<file path="src/rtl/stup_pkg.sv">
// Types, constants and helper functions of the starfield star update core.
// Depends on nothing; every other file of the block but assert_macros.svh imports it.
package stup_pkg;

	// Field widths of the request and result items.
	localparam int IDX_W     = 10;
	localparam int RND_W     = 16;
	localparam int COORD_W   = 20;
	localparam int DEPTH_W   = 12;
	localparam int SPEED_W   = 2;
	localparam int SIZE_W    = 13;
	localparam int PIX_W     = 12;
	localparam int COLOR_W   = 8;
	localparam int RESP_W    = 2;
	localparam int S_TDATA_W = 80;
	localparam int M_TDATA_W = 40;
	localparam int APB_AW    = 3;
	localparam int APB_DW    = 32;

	// Divider geometry: 16-bit magnitude by 11-bit depth, four bits a stage.
	localparam int DVD_W      = 16;
	localparam int DVS_W      = 11;
	localparam int DIV_BPS    = 4;
	localparam int DIV_STAGES = DVD_W / DIV_BPS;

	// Width of the signed projected position before the screen test.
	localparam int FL_W = 18;

	// Spawn offset in sixteenths: half the coordinate span.
	localparam int SPAWN_OFFSET = 491520;

	// Operation codes carried in tuser.
	localparam logic OP_SPAWN   = 1'b0;
	localparam logic OP_ADVANCE = 1'b1;

	// Register index codes, taken from paddr bit 2.
	localparam logic REG_WIDTH  = 1'b0;
	localparam logic REG_HEIGHT = 1'b1;

	localparam logic [SIZE_W-1:0] WIDTH_RESET  = 13'd480;
	localparam logic [SIZE_W-1:0] HEIGHT_RESET = 13'd360;

	// One star entry of the table.
	typedef struct packed {
		logic [COORD_W-1:0] x;
		logic [COORD_W-1:0] y;
		logic [DEPTH_W-1:0] depth;
		logic [SPEED_W-1:0] speed;
	} star_t;

	// Request payload, highest bits first.
	typedef struct packed {
		logic [3:0]       pad;
		logic             ss;
		logic [RND_W-1:0] sy;
		logic [RND_W-1:0] sx;
		logic             fs;
		logic [RND_W-1:0] fy;
		logic [RND_W-1:0] fx;
		logic [IDX_W-1:0] idx;
	} in_data_t;

	// Result payload, highest bits first.
	typedef struct packed {
		logic [5:0]         pad;
		logic [RESP_W-1:0]  resp;
		logic [COLOR_W-1:0] color;
		logic [PIX_W-1:0]   py;
		logic [PIX_W-1:0]   px;
	} out_data_t;

	// Item state that travels beside the divider.
	typedef struct packed {
		logic             op;
		logic             inr;
		logic [IDX_W-1:0] idx;
		logic             resp;
		star_t            st;
		star_t            sp2;
		logic             neg_x;
		logic             neg_y;
		logic             low_x;
		logic             low_y;
	} item_t;

	// Spawn coordinate 15*r - 491520 in signed sixteenths.
	function automatic logic [COORD_W-1:0] spawn_coord(input logic [RND_W-1:0] rnd);
		logic [COORD_W:0] t;
		t = {1'b0, rnd, 4'b0000} - {5'b00000, rnd} - (COORD_W+1)'(SPAWN_OFFSET);
		return t[COORD_W-1:0];
	endfunction

endpackage

</file>
<file path="src/rtl/stup_div.sv">
// Pipelined restoring divider, four quotient bits per register stage.
// Depends on stup_pkg for the divider geometry.
module stup_div (
	input  logic                            clk,
	input  logic [stup_pkg::DIV_STAGES-1:0] en,
	input  logic [stup_pkg::DVD_W-1:0]      dividend,
	input  logic [stup_pkg::DVS_W-1:0]      divisor,
	output logic [stup_pkg::DVD_W-1:0]      quotient,
	output logic                            rem_nz
);
	import stup_pkg::*;

	logic [DVS_W-1:0] rem_s [DIV_STAGES+1];
	logic [DVD_W-1:0] wrk_s [DIV_STAGES+1];
	logic [DVS_W-1:0] dvs_s [DIV_STAGES+1];

	assign rem_s[0] = '0;
	assign wrk_s[0] = dividend;
	assign dvs_s[0] = divisor;

	for (genvar g = 0; g < DIV_STAGES; g++) begin : g_stage
		logic [DVS_W-1:0] rem_nx;
		logic [DVD_W-1:0] wrk_nx;

		// Shift in dividend bits, subtract when the trial remainder fits.
		always_comb begin
			logic [DVS_W:0] trial;
			rem_nx = rem_s[g];
			wrk_nx = wrk_s[g];
			for (int k = 0; k < DIV_BPS; k++) begin
				trial  = {rem_nx, wrk_nx[DVD_W-1]};
				wrk_nx = {wrk_nx[DVD_W-2:0], 1'b0};
				if (trial >= {1'b0, dvs_s[g]}) begin
					trial     = trial - {1'b0, dvs_s[g]};
					wrk_nx[0] = 1'b1;
				end
				rem_nx = trial[DVS_W-1:0];
			end
		end

		// Stage register, held while the stage after it is stalled.
		always_ff @(posedge clk) begin
			if (en[g]) begin
				rem_s[g+1] <= rem_nx;
				wrk_s[g+1] <= wrk_nx;
				dvs_s[g+1] <= dvs_s[g];
			end
		end
	end

	assign quotient = wrk_s[DIV_STAGES];
	assign rem_nz   = |rem_s[DIV_STAGES];

endmodule

</file>
<file path="config.mk">
export PLATFORM = sky130hd
export DESIGN_NAME = stup_div
export DESIGN_NICKNAME = d
export VERILOG_FILES = /design/src/rtl/stup_pkg.sv /design/src/rtl/stup_div.sv
export SDC_FILE = /design/constraint.sdc
export NUM_CORES = 1
export LEC_CHECK = 0
export BUFFER_PORTS_ARGS = -buffer_cell sky130_fd_sc_hd__buf_2
export CORE_MARGIN = 2
export CORE_UTILIZATION = 60
export DETAILED_ROUTE_END_ITERATION = 8
export PLACE_DENSITY_LB_ADDON = 0.2
export SLEW_MARGIN = 20
export SYNTH_ARGS = -nofsm -noshare
export SYNTH_HDL_FRONTEND = slang
export SYNTH_SLANG_ARGS = --single-unit
</file>
<file path="constraint.sdc">
create_clock -name clk -period 20.2 [get_ports clk]
set_clock_uncertainty 0.05 [all_clocks]
set_input_delay 2.02 -clock clk [delete_from_list [all_inputs] [get_ports clk]]
set_output_delay 2.02 -clock clk [all_outputs]
set_load 0.03 [all_outputs]
</file>
### Yosys cells after proc, flatten, opt, wreduce, memory -nomap -nowiden

Index checks and enable logic that the tools add are counted.

| cells by class | value |
|---|---|
| $add $sub $neg | 16 |
| $lt $le $gt $ge | 16 |
| multiplexer cells | 32 |
| reductions and logical operators | 1 |

Operators with widths:

| kind | number |
|---|---|
| $ge A12 B11 Y1 | 15 |
| $mux W11 | 16 |
| $sub A11 B11 Y11 | 15 |
| $mux W1 | 16 |
| $ge A1 B11 Y1 | 1 |
| $reduce_or A11 Y1 | 1 |
| $sub A1 B11 Y11 | 1 |

| word-level totals | value |
|---|---|
| bits in registers | 141 |
| bits of input ports | 32 |
| output and inout port bits | 17 |
| word-level logic and storage cells | 76 |

### Logic depth before layout (Yosys ltp)

| depth | value |
|---|---|
| word-level depth | 8 |
| gate-level depth with buffers | 41 |
| depth with buffers taken out | 38 |

### Worst setup path before layout

No wires, ideal clock.

| timing | value |
|---|---|
| path type | register to register |
| start | register dvs_s[11] in the netlist's numbering |
| end | register rem_s[10] in the netlist's numbering, data pin |
| library setup time | 260 ps |
| arrival time | 8,533 ps |
| data required time | 19,890 ps |
| setup slack | 11,357 ps |
| cell stages (with the launch flop) | 36 |
| path buffers | 4 |
| period minus slack after synthesis | 8,843 ps |
| path through | edfxtp_1 ha_1 fa_1 nand2b_1 a211oi_1 o221ai_1 nand2_1 clkbuf_1 mux2_2 ha_1 o21ai_0 o211ai_1 and3_1 nor4_1 o21ai_1 clkbuf_1 mux2_2 ha_1 and2_1 o21ai_0 a31oi_1 o211ai_1 a21boi_0 a211oi_4 buf_2 mux2_2 ha_1 nand2_1 o21ai_0 a21oi_1 o21ai_0 a211oi_1 nand2_1 clkbuf_1 mux2i_1 mux2_2 |

| between the ends | value |
|---|---|
| longest elaborated chain between the ends | 8 |
| elaborated cells between the ends (all ways) | 12 |
| those cells by class | add/sub: 4; order compare: 4; mux: 4 |

RTL lines:

| what | line | RTL |
|---|---|---|
| start, declared | stup_div.sv:15 | `logic [DVS_W-1:0] dvs_s [DIV_STAGES+1];` |
| start signal, assigned by index | stup_div.sv:46 | `dvs_s[g+1] <= dvs_s[g];` |
| $sub A11 B11 Y11 or $ge A12 B11 Y1 (tied branches) | stup_div.sv:34, stup_div.sv:33 |  |
| $mux W11 | stup_div.sv:33 | `if (trial >= {1'b0, dvs_s[g]}) begin` |
| $sub A11 B11 Y11 or $ge A12 B11 Y1 (tied branches) | stup_div.sv:34, stup_div.sv:33 |  |
| $mux W11 | stup_div.sv:33 |  |
| $sub A11 B11 Y11 or $ge A12 B11 Y1 (tied branches) | stup_div.sv:34, stup_div.sv:33 |  |
| $mux W11 | stup_div.sv:33 |  |
| $sub A11 B11 Y11 or $ge A12 B11 Y1 (tied branches) | stup_div.sv:34, stup_div.sv:33 |  |
| $mux W11 * | stup_div.sv:33 |  |
| end signal, assigned by index | stup_div.sv:44 | `rem_s[g+1] <= rem_nx;` |
| end, declared | stup_div.sv:13 | `logic [DVS_W-1:0] rem_s [DIV_STAGES+1];` |

Every way passes the cells marked *; elsewhere a longest branch is shown, timed or not.
A chain may end at the register's enable or synchronous reset.

### Worst setup path in the final report

| timing | value |
|---|---|
| start | register dvs_s[33] in the netlist's numbering |
| end | register rem_s[26] in the netlist's numbering, data pin |

The elaborated chain is that of the path after synthesis.

==> results.ini <==
[drt]
avgRoutedWirePerCell_um=18.7
ant_nets=0
totalWireLength_um=34400
vias=11300
drt_iter0_markers=934
drcViolationCount=0
drt_first_pass_iters=5
via_per_inst=6.16

[place]
gp_routability_congestion=0.996
io_buffers=48
dp.final_hpwl_um=26800
place_ws_ns=9.96

[floorplanning]
io_pins=49
num_rows=56
core_um2=23300
die_x_um=157
dieArea_um2=24800
initial_utilization=0.607
die_y_um=157

[synth]
synth_ff_type=edfxtp_1
synth-seq-cells=141
yosys.area_share.simple=0.140
ys_seq_area_frac=0.300
synth_top_cell_area_share=0.300
synthAdderAreaFrac=0.169
synthXorXnorAreaFrac=0.0608
synthDistinctLibCells=79
synthArstFlopShare=0
synth_warnings=0
syn_area_um2=14100
synth_compound_area_frac=0.185
synth_enable_flop_cells=141
yosysMostFrequentCell=ha_1
synth.avg_cell_area_um2=9.59
ys_top_cells_by_count=ha_1 (167), edfxtp_1 (141), inv_1 (129), a21oi_1 (109), nor2_1 (109)
synth_top_area_cell=edfxtp_1
synth_top_family_by_area=compound AO/OA/AOI/OAI gates
synth_nets=1686
yosys-top-cells-area=edfxtp_1 (30%), ha_1 (15%), mux2_2 (4.0%)
synth_cells=1472
muxShareOfSynthArea=0.0921

[sta]
min_period_ns=10.45
setup_viol=0
maxSlewHeadroom=0.326
finalWorstSetupSlack_ns=9.75
max_freq_mhz=95.7
slew_viol_final=0
final.setup.tns_ns=0
post-route-period-util=0.517
worstMarginPinSlew_ns=1.01
hold_viol=0
rsz0062_at_grt=no

[critical_path]
crit_type=reg -> reg
worstPathArrival_ns=10.58
cpMostUsedCell=a21oi_1
endpoint_kind=flop
required_ns=20.33
slowest_stage=a21oi_1
cpPeakStageDelay_ns=0.79
worstPathMaxFanout=17
start_kind=flop
rr_worst_depth=33

[global_route]
grt_antenna_before_repair=0
grt_max_degree=39
grt_pass1_vias=10500
grt_pass1_wl_um=54600
grt_use_met1=0.387
met2_usage=0.457
grt_overflow=0
busiest_layer=met2
grtUsageTotal=0.281
grtUsageMet3=0.0413

[layout]
seq_area_um2=4230
n_antenna_cell=0
finalNetCount=1719
multi_input_area_um2=9140
area_growth_pct=7.06
drive_above_1_share=0.120
fillCellCount=1925

[cts]
cts.sinks=141
cts_hold_buf=0
cts_tree=built
htreeDepth=4
clockBufferDepth=2
cts_post_setup_buffers_inserted=0
ctsResizeCount=0
clock-root-buffer=clkbuf_16
clkTransAtPathRegs_ns=0.06
clk_latency_ns=0.44
cts_buffers=17

[job]
cap_viol_max_count=0

[outcome]
run_status=completed

[min_path]
hp-class=reg -> reg
min_path_cells=0

==> logic make-up (layout without fill, tap and decap cells) <==
group                      after synthesis  count (layout)
AOI/OAI and AO/OA                      379             379
xor gates and xnor gates                98              98
adders and majority gates              182             182
buffers and inverters                  169             215
DFF                                    141             141
muxes                                  116             116
and+or+nand+nor                        387             387
==> routing by layer <==
| metal | vias up | part of all wire |
|---|---|---|
| li1 | 5546 | - |
| met1 | 5349 | 0.46 |
| met2 | 352 | 0.46 |
| met3 | 65 | 0.057 |
| met4 | 0 | 0.025 |
| met5 | - | 0 |
==> critical path, delay by kind of cell (launching register included) <==
family | cells | cell delay [ns]
buffers and inverters | 1 | 0.13
DFF | 1 | 0.49
adders and majority gates | 5 | 1.85
AOI/OAI and AO/OA | 20 | 6.14
and+or+nand+nor | 6 | 1.14
muxes | 1 | 0.40
==> worst paths after layout <==
path / start / end / slack (ns)
setup / recovery: dvs_s[33]$_DFFE_PP_ / rem_s[26]$_DFFE_PP_ / 9.75
hold / removal: g_stage[3].wrk_nx[14]$_DFFE_PP_ / quotient[14]$_DFFE_PP_ / 0.36
setup reg to reg: dvs_s[33]$_DFFE_PP_ / rem_s[26]$_DFFE_PP_ / 9.75
hold reg to reg: g_stage[3].wrk_nx[14]$_DFFE_PP_ / quotient[14]$_DFFE_PP_ / 0.36
==> final cells by class <==
| type | instances | area share |
|---|---|---|
| tap | 319 | 0.0264 |
| timing repair buffer | 49 | 0.0164 |
| clock buffer | 17 | 0.0282 |
| multi-input combinational | 1162 | 0.605 |
| clock inverter | 15 | 0.0101 |
| inverter | 134 | 0.0336 |
| sequential | 141 | 0.280 |
==> metrics by stage <==
| stage | util | cell area (µm²) | hold WS [ns] | std cells |
|---|---|---|---|---|
| after CTS | 0.650 | 15100 | 0.367 | 1837 |
| after floorplan | - | 14100 | 0.350 | 1472 |
| final | 0.650 | 15100 | 0.362 | 1837 |
| after global placement | 0.625 | 14500 | 0.350 | 1805 |
| after global routing | 0.650 | 15100 | 0.369 | 1837 |
| after detailed placement | 0.625 | 14500 | 0.355 | 1805 |
==> state kept, by name, summed over array words and instances, names as in the netlist <==
signal          count
rem_s              44
g_stage.wrk_nx     36
dvs_s              33
quotient           16
wrk_s              12
==> cell usage in the layout (no fill, tap or decap), drive strengths merged, types with 13 or more instances in the layout <==
| cell | instances |
|---|---|
| edfxtp | 141 |
| nand2 | 69 |
| o21a | 22 |
| mux2 | 66 |
| nor3 | 33 |
| mux2i | 50 |
| xnor2 | 59 |
| inv | 141 |
| nand4 | 20 |
| and3 | 13 |
| nor2 | 109 |
| a31oi | 14 |
| fa | 15 |
| o21ai | 66 |
| o211ai | 14 |
| nor2b | 42 |
| xor2 | 39 |
| nand3 | 29 |
| a21oi | 109 |
| nor4 | 18 |
| clkbuf | 17 |
| a21boi | 13 |
| a21o | 40 |
| buf | 49 |
| a211oi | 19 |
| ha | 167 |
Power is left out: the tool's default activity adds up to more than one toggle a clock period on the data nets, which glitch-free logic cannot reach.
